==> config.mk <==
export PLATFORM = sky130hd
export DESIGN_NAME = md5_stream_hasher
export DESIGN_NICKNAME = d
export VERILOG_FILES = /design/src/sv/md5sh_pkg.sv /design/src/sv/md5sh_buf.sv /design/src/sv/md5sh_core.sv /design/src/sv/md5_stream_hasher.sv
export SDC_FILE = /design/constraint.sdc
export NUM_CORES = 2
export LEC_CHECK = 0
export ABC_CLOCK_PERIOD_IN_PS = 21400
export BUFFER_PORTS_ARGS = -buffer_cell sky130_fd_sc_hd__buf_2
export CAP_MARGIN = 0
export CORE_ASPECT_RATIO = 1.25
export CORE_MARGIN = 5
export CORE_UTILIZATION = 55
export DETAILED_ROUTE_END_ITERATION = 10
export HOLD_SLACK_MARGIN = 0.15
export PLACE_DENSITY_LB_ADDON = 0.15
export SETUP_SLACK_MARGIN = 0.3
export SYNTH_ARGS = -nofsm -noshare
export SYNTH_HDL_FRONTEND = slang
export SYNTH_HIERARCHICAL = 1
export SYNTH_SLANG_ARGS = --single-unit
==> constraint.sdc <==
create_clock -name clk -period 21.4 [get_ports clk]
set_input_delay 5.35 -clock clk [delete_from_list [all_inputs] [get_ports clk]]
set_output_delay 5.35 -clock clk [all_outputs]
set_load 0.01 [all_outputs]
==> src/sv/md5sh_pkg.sv <==
// Shared types, constants and round tables for the MD5 stream hasher.
package md5sh_pkg;

  localparam logic [31:0] IV_A = 32'h67452301;
  localparam logic [31:0] IV_B = 32'hEFCDAB89;
  localparam logic [31:0] IV_C = 32'h98BADCFE;
  localparam logic [31:0] IV_D = 32'h10325476;

  localparam logic [7:0] PAD_MARK   = 8'h80;
  localparam logic [5:0] LEN_POS    = 6'd56;
  localparam logic [5:0] BLOCK_LAST = 6'h3F;

  typedef struct packed {
    logic start;    // begin compression of the buffered block
    logic iv_load;  // return chaining words to the initial vector
  } md5sh_ctrl_t;

  // Sine-derived additive constant for step i.
  function automatic logic [31:0] md5sh_k(input logic [5:0] i);
    logic [31:0] k;
    case (i)
      6'd0:  k = 32'hd76aa478;  6'd1:  k = 32'he8c7b756;
      6'd2:  k = 32'h242070db;  6'd3:  k = 32'hc1bdceee;
      6'd4:  k = 32'hf57c0faf;  6'd5:  k = 32'h4787c62a;
      6'd6:  k = 32'ha8304613;  6'd7:  k = 32'hfd469501;
      6'd8:  k = 32'h698098d8;  6'd9:  k = 32'h8b44f7af;
      6'd10: k = 32'hffff5bb1;  6'd11: k = 32'h895cd7be;
      6'd12: k = 32'h6b901122;  6'd13: k = 32'hfd987193;
      6'd14: k = 32'ha679438e;  6'd15: k = 32'h49b40821;
      6'd16: k = 32'hf61e2562;  6'd17: k = 32'hc040b340;
      6'd18: k = 32'h265e5a51;  6'd19: k = 32'he9b6c7aa;
      6'd20: k = 32'hd62f105d;  6'd21: k = 32'h02441453;
      6'd22: k = 32'hd8a1e681;  6'd23: k = 32'he7d3fbc8;
      6'd24: k = 32'h21e1cde6;  6'd25: k = 32'hc33707d6;
      6'd26: k = 32'hf4d50d87;  6'd27: k = 32'h455a14ed;
      6'd28: k = 32'ha9e3e905;  6'd29: k = 32'hfcefa3f8;
      6'd30: k = 32'h676f02d9;  6'd31: k = 32'h8d2a4c8a;
      6'd32: k = 32'hfffa3942;  6'd33: k = 32'h8771f681;
      6'd34: k = 32'h6d9d6122;  6'd35: k = 32'hfde5380c;
      6'd36: k = 32'ha4beea44;  6'd37: k = 32'h4bdecfa9;
      6'd38: k = 32'hf6bb4b60;  6'd39: k = 32'hbebfbc70;
      6'd40: k = 32'h289b7ec6;  6'd41: k = 32'heaa127fa;
      6'd42: k = 32'hd4ef3085;  6'd43: k = 32'h04881d05;
      6'd44: k = 32'hd9d4d039;  6'd45: k = 32'he6db99e5;
      6'd46: k = 32'h1fa27cf8;  6'd47: k = 32'hc4ac5665;
      6'd48: k = 32'hf4292244;  6'd49: k = 32'h432aff97;
      6'd50: k = 32'hab9423a7;  6'd51: k = 32'hfc93a039;
      6'd52: k = 32'h655b59c3;  6'd53: k = 32'h8f0ccc92;
      6'd54: k = 32'hffeff47d;  6'd55: k = 32'h85845dd1;
      6'd56: k = 32'h6fa87e4f;  6'd57: k = 32'hfe2ce6e0;
      6'd58: k = 32'ha3014314;  6'd59: k = 32'h4e0811a1;
      6'd60: k = 32'hf7537e82;  6'd61: k = 32'hbd3af235;
      6'd62: k = 32'h2ad7d2bb;  6'd63: k = 32'heb86d391;
      default: k = 32'h0;
    endcase
    return k;
  endfunction

  // Left-rotate amount for step i.
  function automatic logic [4:0] md5sh_rot(input logic [5:0] i);
    logic [4:0] s;
    case ({i[5:4], i[1:0]})
      4'd0:  s = 5'd7;   4'd1:  s = 5'd12;  4'd2:  s = 5'd17;  4'd3:  s = 5'd22;
      4'd4:  s = 5'd5;   4'd5:  s = 5'd9;   4'd6:  s = 5'd14;  4'd7:  s = 5'd20;
      4'd8:  s = 5'd4;   4'd9:  s = 5'd11;  4'd10: s = 5'd16;  4'd11: s = 5'd23;
      4'd12: s = 5'd6;   4'd13: s = 5'd10;  4'd14: s = 5'd15;  4'd15: s = 5'd21;
      default: s = 5'd0;
    endcase
    return s;
  endfunction

  // Message word index used by step i.
  function automatic logic [3:0] md5sh_g(input logic [5:0] i);
    logic [3:0] n;
    logic [3:0] g;
    n = i[3:0];
    case (i[5:4])
      2'd0:    g = n;
      2'd1:    g = 4'((n << 2) + n + 4'd1);
      2'd2:    g = 4'((n << 1) + n + 4'd5);
      2'd3:    g = 4'((n << 3) - n);
      default: g = n;
    endcase
    return g;
  endfunction

  // Round-dependent boolean function.
  function automatic logic [31:0] md5sh_f(input logic [1:0] rnd, input logic [31:0] b,
                                          input logic [31:0] c, input logic [31:0] d);
    logic [31:0] f;
    case (rnd)
      2'd0:    f = (b & c) | (~b & d);
      2'd1:    f = (b & d) | (c & ~d);
      2'd2:    f = b ^ c ^ d;
      2'd3:    f = c ^ (b | ~d);
      default: f = b ^ c ^ d;
    endcase
    return f;
  endfunction

endpackage

==> src/sv/md5sh_buf.sv <==
// 64-byte block buffer: byte writes, one 32-bit little-endian word read per cycle.
module md5sh_buf
  import md5sh_pkg::*;
(
  input  logic        clk,
  input  logic        we,
  input  logic [5:0]  waddr,
  input  logic [7:0]  wdata,
  input  logic [3:0]  raddr,
  output logic [31:0] rdata
);

  for (genvar ln = 0; ln < 4; ln++) begin : g_lane
    logic [7:0] lane_mem [16];
    logic [7:0] rd_r;

    always_ff @(posedge clk) begin
      if (we && (waddr[1:0] == 2'(ln))) begin
        lane_mem[waddr[5:2]] <= wdata;
      end
      rd_r <= lane_mem[raddr];
    end

    assign rdata[8*ln +: 8] = rd_r;
  end

endmodule

==> src/sv/md5sh_core.sv <==
// Iterative MD5 compression: one shared step datapath, a sum and a rotate state per step.
module md5sh_core
  import md5sh_pkg::*;
(
  input  logic              clk,
  input  logic              rst_n,
  input  md5sh_ctrl_t       ctrl,
  input  logic [31:0]       rdata,
  output logic [3:0]        raddr,
  output logic              busy,
  output logic [3:0][31:0]  chain
);

  typedef enum logic [2:0] {C_IDLE, C_LOAD, C_SUM, C_ROT, C_FIN} cst_t;

  cst_t             state_r;
  logic [5:0]       step_r;
  logic [31:0]      a_r, b_r, c_r, d_r, sum_r;
  logic [3:0][31:0] h_r;

  logic [5:0]  step_rd;
  logic [4:0]  sh;
  logic [63:0] rot_w;
  logic [31:0] b_new;

  // During the rotate phase the next step's word is already fetched.
  assign step_rd = (state_r == C_ROT) ? 6'(step_r + 6'd1) : step_r;
  assign raddr   = md5sh_g(step_rd);
  assign sh      = md5sh_rot(step_r);
  assign rot_w   = {sum_r, sum_r} << sh;
  assign b_new   = b_r + rot_w[63:32];
  assign busy    = (state_r != C_IDLE);
  assign chain   = h_r;

  always_ff @(posedge clk) begin
    if (!rst_n) begin
      state_r <= C_IDLE;
      step_r  <= 6'd0;
      h_r     <= {IV_D, IV_C, IV_B, IV_A};
    end else begin
      case (state_r)
        C_IDLE: begin
          if (ctrl.iv_load) begin
            h_r <= {IV_D, IV_C, IV_B, IV_A};
          end
          if (ctrl.start) begin
            a_r     <= h_r[0];
            b_r     <= h_r[1];
            c_r     <= h_r[2];
            d_r     <= h_r[3];
            step_r  <= 6'd0;
            state_r <= C_LOAD;
          end
        end
        C_LOAD: begin
          state_r <= C_SUM;
        end
        C_SUM: begin
          sum_r   <= a_r + md5sh_f(step_r[5:4], b_r, c_r, d_r) + md5sh_k(step_r) + rdata;
          state_r <= C_ROT;
        end
        C_ROT: begin
          a_r    <= d_r;
          d_r    <= c_r;
          c_r    <= b_r;
          b_r    <= b_new;
          step_r <= 6'(step_r + 6'd1);
          state_r <= (step_r == BLOCK_LAST) ? C_FIN : C_SUM;
        end
        C_FIN: begin
          h_r[0]  <= h_r[0] + a_r;
          h_r[1]  <= h_r[1] + b_r;
          h_r[2]  <= h_r[2] + c_r;
          h_r[3]  <= h_r[3] + d_r;
          state_r <= C_IDLE;
        end
        default: state_r <= C_IDLE;
      endcase
    end
  end

endmodule

==> src/sv/md5_stream_hasher.sv <==
// Top level of the MD5 stream hasher: byte intake, padding sequencer, digest output.
//
// Channel | Dir | Handshake          | Payload
// --------+-----+--------------------+----------------------------------------------
// in_     | in  | in_tvalid/tready   | tdata=msg_byte, tuser=has_byte, tlast=eom
// out_    | out | out_tvalid/tready  | tdata=digest_word, tuser=word_index, tlast=last
//
// A word carrying a byte is taken while the block stays ready, except the one that
// fills the 64-byte block: that one is followed by a compression (64 steps, each a
// sum and a rotate state on the shared step unit, plus load and fold-in). A closing
// word adds the pad bytes (up to 64, or 72 across two blocks) and one or two
// compressions, then four digest words, one per output handshake.
// Reset (synchronous, active low) restores the initial vector and a zero length.
// in_tready is low while padding, compressing or presenting the digest; the digest
// words hold in the output register for as long as out_tready stays low.
module md5_stream_hasher
  import md5sh_pkg::*;
(
  input  logic        clk,
  input  logic        rst_n,
  input  logic        in_tvalid,
  output logic        in_tready,
  input  logic [7:0]  in_tdata,   // [7:0] msg_byte
  input  logic        in_tuser,   // [0] has_byte
  input  logic        in_tlast,   // end_of_message
  output logic        out_tvalid,
  input  logic        out_tready,
  output logic [31:0] out_tdata,  // [31:0] digest_word
  output logic [1:0]  out_tuser,  // [1:0] word_index
  output logic        out_tlast   // last_word
);

  typedef enum logic [1:0] {S_IDLE, S_PAD, S_COMP, S_OUT} st_t;

  st_t         state_r;
  logic [5:0]  pos_r;      // fill position in the block
  logic [60:0] len_r;      // message length in bytes (bit length = len_r * 8)
  logic        first_r;    // next pad byte is the 0x80 mark
  logic        lenok_r;    // positions 56..63 of this block take the length
  logic        fin_r;      // running compression is the last one
  logic        pad_r;      // padding resumes after the running compression
  logic [1:0]  idx_r;
  logic        out_tvalid_r;
  logic [31:0] out_tdata_r;

  md5sh_ctrl_t      core_ctrl;
  logic             core_busy;
  logic [3:0][31:0] chain;
  logic [3:0]       raddr;
  logic [31:0]      rdata;

  logic        in_fire, out_fire;
  logic        buf_we;
  logic [7:0]  buf_wdata;
  logic [7:0]  pad_byte;
  logic [63:0] bit_len;

  assign in_tready  = (state_r == S_IDLE);
  assign in_fire    = in_tvalid && in_tready;
  assign out_fire   = out_tvalid_r && out_tready;
  assign out_tvalid = out_tvalid_r;
  assign out_tdata  = out_tdata_r;
  assign out_tuser  = idx_r;
  assign out_tlast  = (idx_r == 2'd3);

  // Length field goes out low byte first.
  assign bit_len = {len_r, 3'b000};

  always_comb begin
    if (first_r) begin
      pad_byte = PAD_MARK;
    end else if (lenok_r && (pos_r >= LEN_POS)) begin
      pad_byte = bit_len[8*pos_r[2:0] +: 8];
    end else begin
      pad_byte = 8'h00;
    end
  end

  assign buf_we    = (in_fire && in_tuser) || (state_r == S_PAD);
  assign buf_wdata = (state_r == S_PAD) ? pad_byte : in_tdata;

  assign core_ctrl.start   = buf_we && (pos_r == BLOCK_LAST);
  assign core_ctrl.iv_load = (state_r == S_OUT) && out_fire && (idx_r == 2'd3);

  md5sh_buf u_buf (
    .clk   (clk),
    .we    (buf_we),
    .waddr (pos_r),
    .wdata (buf_wdata),
    .raddr (raddr),
    .rdata (rdata)
  );

  md5sh_core u_core (
    .clk   (clk),
    .rst_n (rst_n),
    .ctrl  (core_ctrl),
    .rdata (rdata),
    .raddr (raddr),
    .busy  (core_busy),
    .chain (chain)
  );

  always_ff @(posedge clk) begin
    if (!rst_n) begin
      state_r      <= S_IDLE;
      pos_r        <= 6'd0;
      len_r        <= '0;
      first_r      <= 1'b0;
      lenok_r      <= 1'b0;
      fin_r        <= 1'b0;
      pad_r        <= 1'b0;
      idx_r        <= 2'd0;
      out_tvalid_r <= 1'b0;
    end else begin
      case (state_r)
        S_IDLE: begin
          if (in_fire) begin
            first_r <= 1'b1;
            lenok_r <= 1'b0;
            fin_r   <= 1'b0;
            pad_r   <= in_tlast;
            if (in_tuser) begin
              pos_r <= 6'(pos_r + 6'd1);
              len_r <= 61'(len_r + 61'd1);
              if (pos_r == BLOCK_LAST) begin
                state_r <= S_COMP;
              end else if (in_tlast) begin
                state_r <= S_PAD;
              end
            end else if (in_tlast) begin
              state_r <= S_PAD;
            end
          end
        end
        S_PAD: begin
          pos_r   <= 6'(pos_r + 6'd1);
          first_r <= 1'b0;
          if (first_r && (pos_r < LEN_POS)) begin
            lenok_r <= 1'b1;
          end
          if (pos_r == BLOCK_LAST) begin
            fin_r   <= lenok_r && !first_r;
            pad_r   <= 1'b1;
            state_r <= S_COMP;
          end
        end
        S_COMP: begin
          // Core raises busy the cycle after start and drops it once the
          // chaining words hold the folded-in result.
          if (!core_busy) begin
            if (!pad_r) begin
              state_r <= S_IDLE;
            end else if (fin_r) begin
              out_tvalid_r <= 1'b1;
              out_tdata_r  <= chain[0];
              idx_r        <= 2'd0;
              state_r      <= S_OUT;
            end else begin
              lenok_r <= 1'b1;
              state_r <= S_PAD;
            end
          end
        end
        S_OUT: begin
          if (out_fire) begin
            if (idx_r == 2'd3) begin
              out_tvalid_r <= 1'b0;
              idx_r        <= 2'd0;
              len_r        <= '0;
              pad_r        <= 1'b0;
              fin_r        <= 1'b0;
              state_r      <= S_IDLE;
            end else begin
              idx_r       <= 2'(idx_r + 2'd1);
              out_tdata_r <= chain[2'(idx_r + 2'd1)];
            end
          end
        end
        default: state_r <= S_IDLE;
      endcase
    end
  end

  // Input and output sides never open at once.
  a_no_overlap: assert property (@(posedge clk) disable iff (!rst_n)
    !(in_tready && out_tvalid))
    else $error("input accepted while digest pending");

  // Compression runs only while the sequencer waits for it.
  a_core_owned: assert property (@(posedge clk) disable iff (!rst_n)
    core_busy |-> (state_r == S_COMP))
    else $error("core busy outside compression state");

  // Digest appears only on a block boundary.
  a_digest_aligned: assert property (@(posedge clk) disable iff (!rst_n)
    $rose(out_tvalid) |-> (pos_r == 6'd0) && (out_tuser == 2'd0))
    else $error("digest started off block boundary");

  // After the last digest word the block is ready for a new message.
  a_last_returns: assert property (@(posedge clk) disable iff (!rst_n)
    (out_fire && out_tlast) |=> (in_tready && !out_tvalid && (len_r == '0)))
    else $error("block not idle after last digest word");

endmodule

== Yosys cells after proc, flatten, opt, wreduce, memory -nomap -nowiden ==
Memory sizes are Yosys's and may differ from the RTL's. A register that Yosys moved wholly into a read port is not among the register bits.
Cells that the tools add are included.

* Bits in registers: 405
* Bits in writable memories: 512
* Bits in read-only memories: 2128
* Word-level logic and storage cells: 223
* Memories kept: 6

{| class="wikitable"
|+ Memory list
! name !! words !! bits a word !! rd ports !! clocked after Yosys merged registers in !! write ports !! line !! source
|-
| (no name shown) || 64 || 32 || 1 || 1 || 0 || md5sh_pkg.sv:21 || <nowiki>case (i)</nowiki>
|-
| u_buf.g_lane[0].lane_mem || 16 || 8 || 1 || 1 || 1 || md5sh_buf.sv:14 || <nowiki>logic [7:0] lane_mem [16];</nowiki>
|-
| u_buf.g_lane[1].lane_mem || 16 || 8 || 1 || 1 || 1 || md5sh_buf.sv:14 ||
|-
| u_buf.g_lane[2].lane_mem || 16 || 8 || 1 || 1 || 1 || md5sh_buf.sv:14 ||
|-
| u_buf.g_lane[3].lane_mem || 16 || 8 || 1 || 1 || 1 || md5sh_buf.sv:14 ||
|-
| (no name shown) || 16 || 5 || 1 || 1 || 0 || md5sh_pkg.sv:62 || <nowiki>case ({i[5:4], i[1:0]})</nowiki>
|}

* Add/sub/neg operators: 17
* Order comparisons: 3
* Equal/unequal tests: 32
* Shifts and indexed selects: 2
* Mux-type cells: 89
* Bitwise gates (word level): 12
* Reductions and logical operators: 41

{| class="wikitable"
|+ Operator list
! operator !! count
|-
| two-way mux 32 bit || 14
|-
| case mux 32 bit (2 select lines) || 5
|-
| adder 32 bit || 8
|-
| case mux 128 bit (2 select lines) || 1
|-
| two-way mux 61 bit || 4
|-
| bitwise AND 32 bit || 4
|-
| two-way mux 128 bit || 1
|-
| case mux 32 bit (4 select lines) || 1
|-
| case mux 61 bit (2 select lines) || 1
|-
| OR 32 bit || 3
|-
| XOR 32 bit || 3
|-
| binary-select mux 32 bit (select 2 bit) || 1
|-
| inverter 32 bit || 2
|-
| variable part select 64 x 7 -> 8 bit || 1
|-
| left shift 64 x 5 -> 64 bit || 1
|-
| adder 61 x 1 -> 61 bit, second input constant || 1
|-
| two-way mux 6 bit || 6
|-
| two-way mux 2 bit || 15
|-
| two-way mux 8 bit || 3
|-
| case mux 6 bit (2 select lines) || 2
|-
| two-way mux 1 bit || 22
|-
| AND reduction 5 bit || 4
|-
| equality test 2 bit, second input constant || 9
|-
| inequality test 2 bit, second input constant || 9
|-
| other kinds (34) || 75
|}

== Depth between registers and ports, before layout ==
* Depth in word-level cells: 9
* Mapped depth: 22
* Mapped depth without buffers: 20

== By module ==
Netlist, hierarchy kept.

{| class="wikitable"
|+ By module, submodules not included
! module !! times used !! cells an instance !! area each (um^2) !! seq. area each (um^2)
|-
| md5sh_core || 1 || 3633 || 29314.4 || 8287.9
|-
| md5sh_buf || 1 || 910 || 20116.8 || 16015.4
|-
| md5_stream_hasher || 1 || 720 || 6481.2 || 2482.4
|}

== Worst setup path before layout ==
No wires, ideal clock.

* Path kind: input-to-reg
* From: input in_tvalid
* To: register u_core.a_r[0], enable pin
* Setup time: 0.618 ns
* Data arrival time: 11.574 ns
* Data required time: 20.782 ns
* Slack: 9.208 ns
* Cell stages on the path: 5
* Path buffers: 0
* Cell sequence: nand3_1 -> a21oi_1 -> or3b_4 -> a21o_1 -> nor2_1

{| class="wikitable"
|+ RTL lines
! what !! line !! source
|-
| start: declaration || md5_stream_hasher.sv:21 || <nowiki>input logic in_tvalid,</nowiki>
|-
| end signal: assignment || md5sh_core.sv:47 || <nowiki>a_r <= h_r[0];</nowiki>
|-
| end signal: assignment || md5sh_core.sv:63 || <nowiki>a_r <= d_r;</nowiki>
|-
| end: declaration || md5sh_core.sv:18 || <nowiki>logic [31:0] a_r, b_r, c_r, d_r, sum_r;</nowiki>
|}

==> report_table.html <==
<table>
<tr><th>Metric</th><th>Value</th></tr>
<tr><th colspan="2">Run status</th></tr>
<tr><td>Status</td><td>finished clean</td></tr>
<tr><th colspan="2">Worst setup path</th></tr>
<tr><td>Worst EP arrival</td><td>9.97 ns</td></tr>
<tr><td>Largest stage delay, worst path</td><td>0.62 ns</td></tr>
<tr><td>Most frequent cell on the critical path</td><td>nand2_1</td></tr>
<tr><td>Slowest-stage cell, CP</td><td>a21oi_1</td></tr>
<tr><td>Class of the most critical setup path</td><td>input port to flop</td></tr>
<tr><td>Cells along the critical path</td><td>buf_2, nand3_1, a21oi_1, or3b_4, a21o_1, o21ai_1, nand2_1, buf_4, nand2_1, buf_4, inv_2, buf_4, nand2_1, nand2_1, nor2_1, a21oi_1, a21oi_1, o221ai_1</td></tr>
<tr><td>Largest fanout of any net on the critical path</td><td>58</td></tr>
<tr><td>Nature of the critical path startpoint</td><td>input port</td></tr>
<tr><td>Crit path buf inv count</td><td>5</td></tr>
<tr><td>Category of the worst setup path capture point</td><td>flop</td></tr>
<tr><td>Required time reported for the critical path endpoint</td><td>21.93 ns</td></tr>
<tr><td>Kind of cell adding the most delay to the critical path</td><td>simple AND/OR/NAND/NOR gates</td></tr>
<tr><th colspan="2">Global route</th></tr>
<tr><td>GRT Resource Usage Total</td><td>30.5%</td></tr>
<tr><td>Number of antenna violations at the first check in global routing</td><td>2</td></tr>
<tr><td>Vias in the first global route</td><td>41.8k</td></tr>
<tr><td>Pin count of the biggest net entering global routing</td><td>169</td></tr>
<tr><td>Aggregate global routing overflow</td><td>0</td></tr>
<tr><td>First-pass GRT wire length</td><td>255 mm</td></tr>
<tr><th colspan="2">Die</th></tr>
<tr><td>Horizontal extent of the die</td><td>295 um</td></tr>
<tr><td>Area of the die</td><td>0.108 mm^2</td></tr>
<tr><td>Initial standard-cell utilization of the core</td><td>55.5%</td></tr>
<tr><td>Number of standard-cell rows in the floorplan</td><td>130</td></tr>
<tr><td>Height of the chip</td><td>366 um</td></tr>
<tr><td>Core ar.</td><td>0.101 mm^2</td></tr>
<tr><td>I/O pins</td><td>51</td></tr>
<tr><th colspan="2">Power and ir drop</th></tr>
<tr><td>Power, Total</td><td>4.19 mW</td></tr>
<tr><td>Peak supply drop</td><td>85.0 uV</td></tr>
<tr><td>Static leakage power</td><td>22.2 nW</td></tr>
<tr><td>Power density over the cells</td><td>68.9 mW/mm^2</td></tr>
<tr><th colspan="2">Timing</th></tr>
<tr><td>Final Max Tran Viols</td><td>0</td></tr>
<tr><td>Clock tree skew after final layout</td><td>0.0531 ns</td></tr>
<tr><td>Transition time at the pin with the least slew margin</td><td>1.14 ns</td></tr>
<tr><td>Final hold violations</td><td>0</td></tr>
<tr><td>Unrepaired setup endpoints after global routing</td><td>no</td></tr>
<tr><td>Setup Total Neg Slack</td><td>0 ns</td></tr>
<tr><td>Min Clock Period, post-route</td><td>9.44 ns</td></tr>
<tr><td>Setup-violating endpoint count in the final report</td><td>0</td></tr>
<tr><td>Rel. slew slack</td><td>23.8%</td></tr>
<tr><td>Period utilization</td><td>44.1%</td></tr>
<tr><td>Max frequency</td><td>0.106 GHz</td></tr>
<tr><th colspan="2">Synth</th></tr>
<tr><td>Syn nets</td><td>5565</td></tr>
<tr><td>Count of distinct cell types in the synthesized netlist</td><td>93</td></tr>
<tr><td>Total number of yosys warnings</td><td>6</td></tr>
<tr><td>Number of synthesized flops with an enable pin</td><td>704</td></tr>
<tr><td>Synthesized flop and latch total</td><td>986</td></tr>
<tr><td>Leading register cell type out of synthesis</td><td>edfxtp_1</td></tr>
<tr><td>Async set or reset register ratio after synthesis</td><td>0%</td></tr>
<tr><td>Post-synthesis cell count</td><td>5263</td></tr>
<tr><td>Post-Syn Area</td><td>0.0559 mm^2</td></tr>
<tr><td>Proportion of synthesized chip area in sequential cells</td><td>47.9%</td></tr>
<tr><td>Per-instance average area after synthesis</td><td>10.6 um^2</td></tr>
<tr><th colspan="2">CTS</th></tr>
<tr><td>Number of hold-repair buffers added at the cts stage</td><td>0</td></tr>
<tr><td>Clk sinks</td><td>986</td></tr>
<tr><td>Root Driver</td><td>clkbuf_16</td></tr>
<tr><td>Clock slew at reported path FFs</td><td>0.06 ns</td></tr>
<tr><td>Number of buffers on the longest clock path</td><td>3</td></tr>
<tr><td>PostCTS Resize Cnt</td><td>0</td></tr>
<tr><td>Post-CTS Repair Setup Buffers</td><td>0</td></tr>
<tr><td>TritonCTS Buffers</td><td>100</td></tr>
<tr><td>Clock network latency to the later pin of the worst-skew pair</td><td>0.70 ns</td></tr>
<tr><td>CTS HTree Levels</td><td>3</td></tr>
<tr><td>TritonCTS clock tree</td><td>done</td></tr>
<tr><th colspan="2">Detailed routing</th></tr>
<tr><td>Wirelength, routed</td><td>170 mm</td></tr>
<tr><td>Average wire per cell in the routed design</td><td>25.7 um</td></tr>
<tr><td>Detailed-route DRC error count</td><td>0</td></tr>
<tr><td>Vias/cell</td><td>6.51</td></tr>
<tr><td>First-pass detailed-route iteration total</td><td>6</td></tr>
<tr><td>Count of vias placed by the detailed router</td><td>42.9k</td></tr>
<tr><td>Violation count after the first detailed-route iteration</td><td>4163</td></tr>
<tr><td>Routed Antenna Nets</td><td>0</td></tr>
<tr><th colspan="2">Cells and area</th></tr>
<tr><td>Number of nets in the final layout</td><td>5494</td></tr>
<tr><td>Ratio of cells with drive above 1 in the final layout</td><td>10.8%</td></tr>
<tr><td>Number of filler cells placed in the layout</td><td>8316</td></tr>
<tr><td>Top library cells by usage in the layout, fill and taps aside</td><td>edfxtp_1, nand2_1, a21oi_1, nor2_1</td></tr>
<tr><td>Synthesis-to-layout area growth</td><td>8.75%</td></tr>
<tr><td>Most frequent standard cell in the layout excluding fill and tap cells</td><td>edfxtp_1</td></tr>
<tr><td>Area occupied by multi-input gates</td><td>0.0273 mm^2</td></tr>
<tr><td>FF+latch area</td><td>0.0268 mm^2</td></tr>
<tr><th colspan="2">Placement</th></tr>
<tr><td>Post-DP HPWL</td><td>116 mm</td></tr>
<tr><td>Weighted congestion at the end of routability-driven global placement</td><td>0.969</td></tr>
<tr><td>Buffers on Ports</td><td>50</td></tr>
<tr><th colspan="2">Run</th></tr>
<tr><td>MaxCap Viol Count</td><td>0</td></tr>
<tr><th colspan="2">Hold path</th></tr>
<tr><td>Worst min path class</td><td>flop to flop</td></tr>
</table>
==> path summary, 6_finish.rpt <==
check | start | to | slack, ns | cells past startpoint
setup / recovery | in_tvalid | flop | 11.96 | 18
hold / removal | len_r[51] | len_r[51] | 0.50 | 2
setup reg to reg | u_core/step_r[4] | u_core/sum_r[31] | 15.00 | 20
hold reg to reg | len_r[51] | len_r[51] | 0.50 | 2
==> worst register-to-register path, delay by kind of cell, from the launching register on <==
family	cells	cell delay, ns
flip-flops	1	0.65
AND/OR/NAND/NOR	2	0.56
XOR/XNOR	2	0.34
adder cells (fa/ha/maj)	4	1.71
AO/OA/AOI/OAI	10	2.15
buffers and inverters	2	0.72
==> per-stage QoR <==
stage	worst slack [ns]	cell area [um^2]	hold slack (ns)	cells	utilization, %
after floorplan	9.21	55900	0.448	5263	-
after global placement	11.34	57400	0.473	6410	57.0
after detailed placement	11.32	57400	0.483	6410	57.0
after CTS	11.99	60800	0.494	6594	60.4
after global routing	11.78	60800	0.520	6594	60.4
final	11.96	60800	0.497	6595	60.4
==> sequential cells by signal (all words and copies together), names as in the netlist, named ones only <==
register,cells
fin_r,1
first_r,1
len_r,61
lenok_r,1
out_tdata,32
out_tuser,2
out_tvalid,1
pad_r,1
pos_r,6
state_r,2
u_buf/g_lane.lane_mem,512
u_buf/g_lane.rd_r,32
u_core/a_r,32
u_core/b_r,32
u_core/c_r,32
u_core/chain,128
u_core/d_r,32
u_core/sh,5
u_core/state_r,3
u_core/step_r,6
u_core/sum_r,32
==> cell families after synthesis <==
group,Yosys count,synth area share (%)
multiplexers,289,9.16
AND/OR/NAND/NOR,1562,12.5
adder cells (fa/ha/maj),288,7.36
buffers and inverters,531,3.71
flip-flops,986,47.9
XOR/XNOR,222,3.48
AO/OA/AOI/OAI,1385,15.9
==> metal layers <==
metal,GRT usage [%],wire length (um),vias up
met5,0,0,-
met4,16.7,11300,0
met3,3.93,11200,517
met2,51.8,83400,1818
met1,37.8,63700,21000
li1,-,-,19600
==> layout make-up <==
type	count	share of cell area [%]
multi-input combinational	3746	44.9
sequential	986	44.1
clock buffer	125	4.37
tap	1320	2.72
inverter	242	1.50
timing repair buffer	116	1.27
clock inverter	59	1.21
antenna	1	0.00412
==> where the power goes <==
part	switching, mW	internal, mW	leakage, nW
Clock	0.766	1.05	1.63
Sequential	0.00856	2.10	8.64
Combinational	0.179	0.0839	11.9
Total	0.954	3.24	22.2
==> cell usage after synthesis, drive strengths merged (11+ instances only) <==
| library cell | count | area (um^2) |
|---|---|---|
| o31ai | 36 | 285 |
| o21a | 30 | 225 |
| a31oi | 39 | 250 |
| and4 | 11 | 96.3 |
| dfxtp | 282 | 5650 |
| or3 | 35 | 219 |
| a221o | 11 | 110 |
| o21ai | 291 | 1460 |
| o22ai | 157 | 982 |
| nor3 | 124 | 621 |
| a221oi | 25 | 225 |
| buf | 87 | 405 |
| nor2b | 17 | 106 |
| nor4 | 14 | 87.6 |
| and2 | 21 | 131 |
| xnor2 | 141 | 1230 |
| a22oi | 100 | 751 |
| clkbuf | 202 | 758 |
| a211oi | 28 | 220 |
| o21bai | 22 | 165 |
| edfxtp | 704 | 21100 |
| or4 | 25 | 191 |
| fa | 68 | 1360 |
| o311a | 17 | 170 |
| nor3b | 20 | 155 |
| o221ai | 19 | 173 |
| nand3 | 112 | 561 |
| or2 | 11 | 68.8 |
| a21o | 100 | 751 |
| xor2 | 81 | 709 |
| a21oi | 372 | 1870 |
| o211ai | 27 | 213 |
| ha | 220 | 2750 |
| inv | 242 | 908 |
| nand4 | 42 | 263 |
| nand2 | 694 | 2610 |
| and3 | 37 | 231 |
| nor2 | 349 | 1320 |
| mux2i | 64 | 641 |
| a211o | 17 | 149 |
| mux2 | 52 | 586 |
| mux4 | 173 | 3900 |
| nand2b | 31 | 194 |
| o311ai | 11 | 104 |
(Power assumes the default switching activity.)
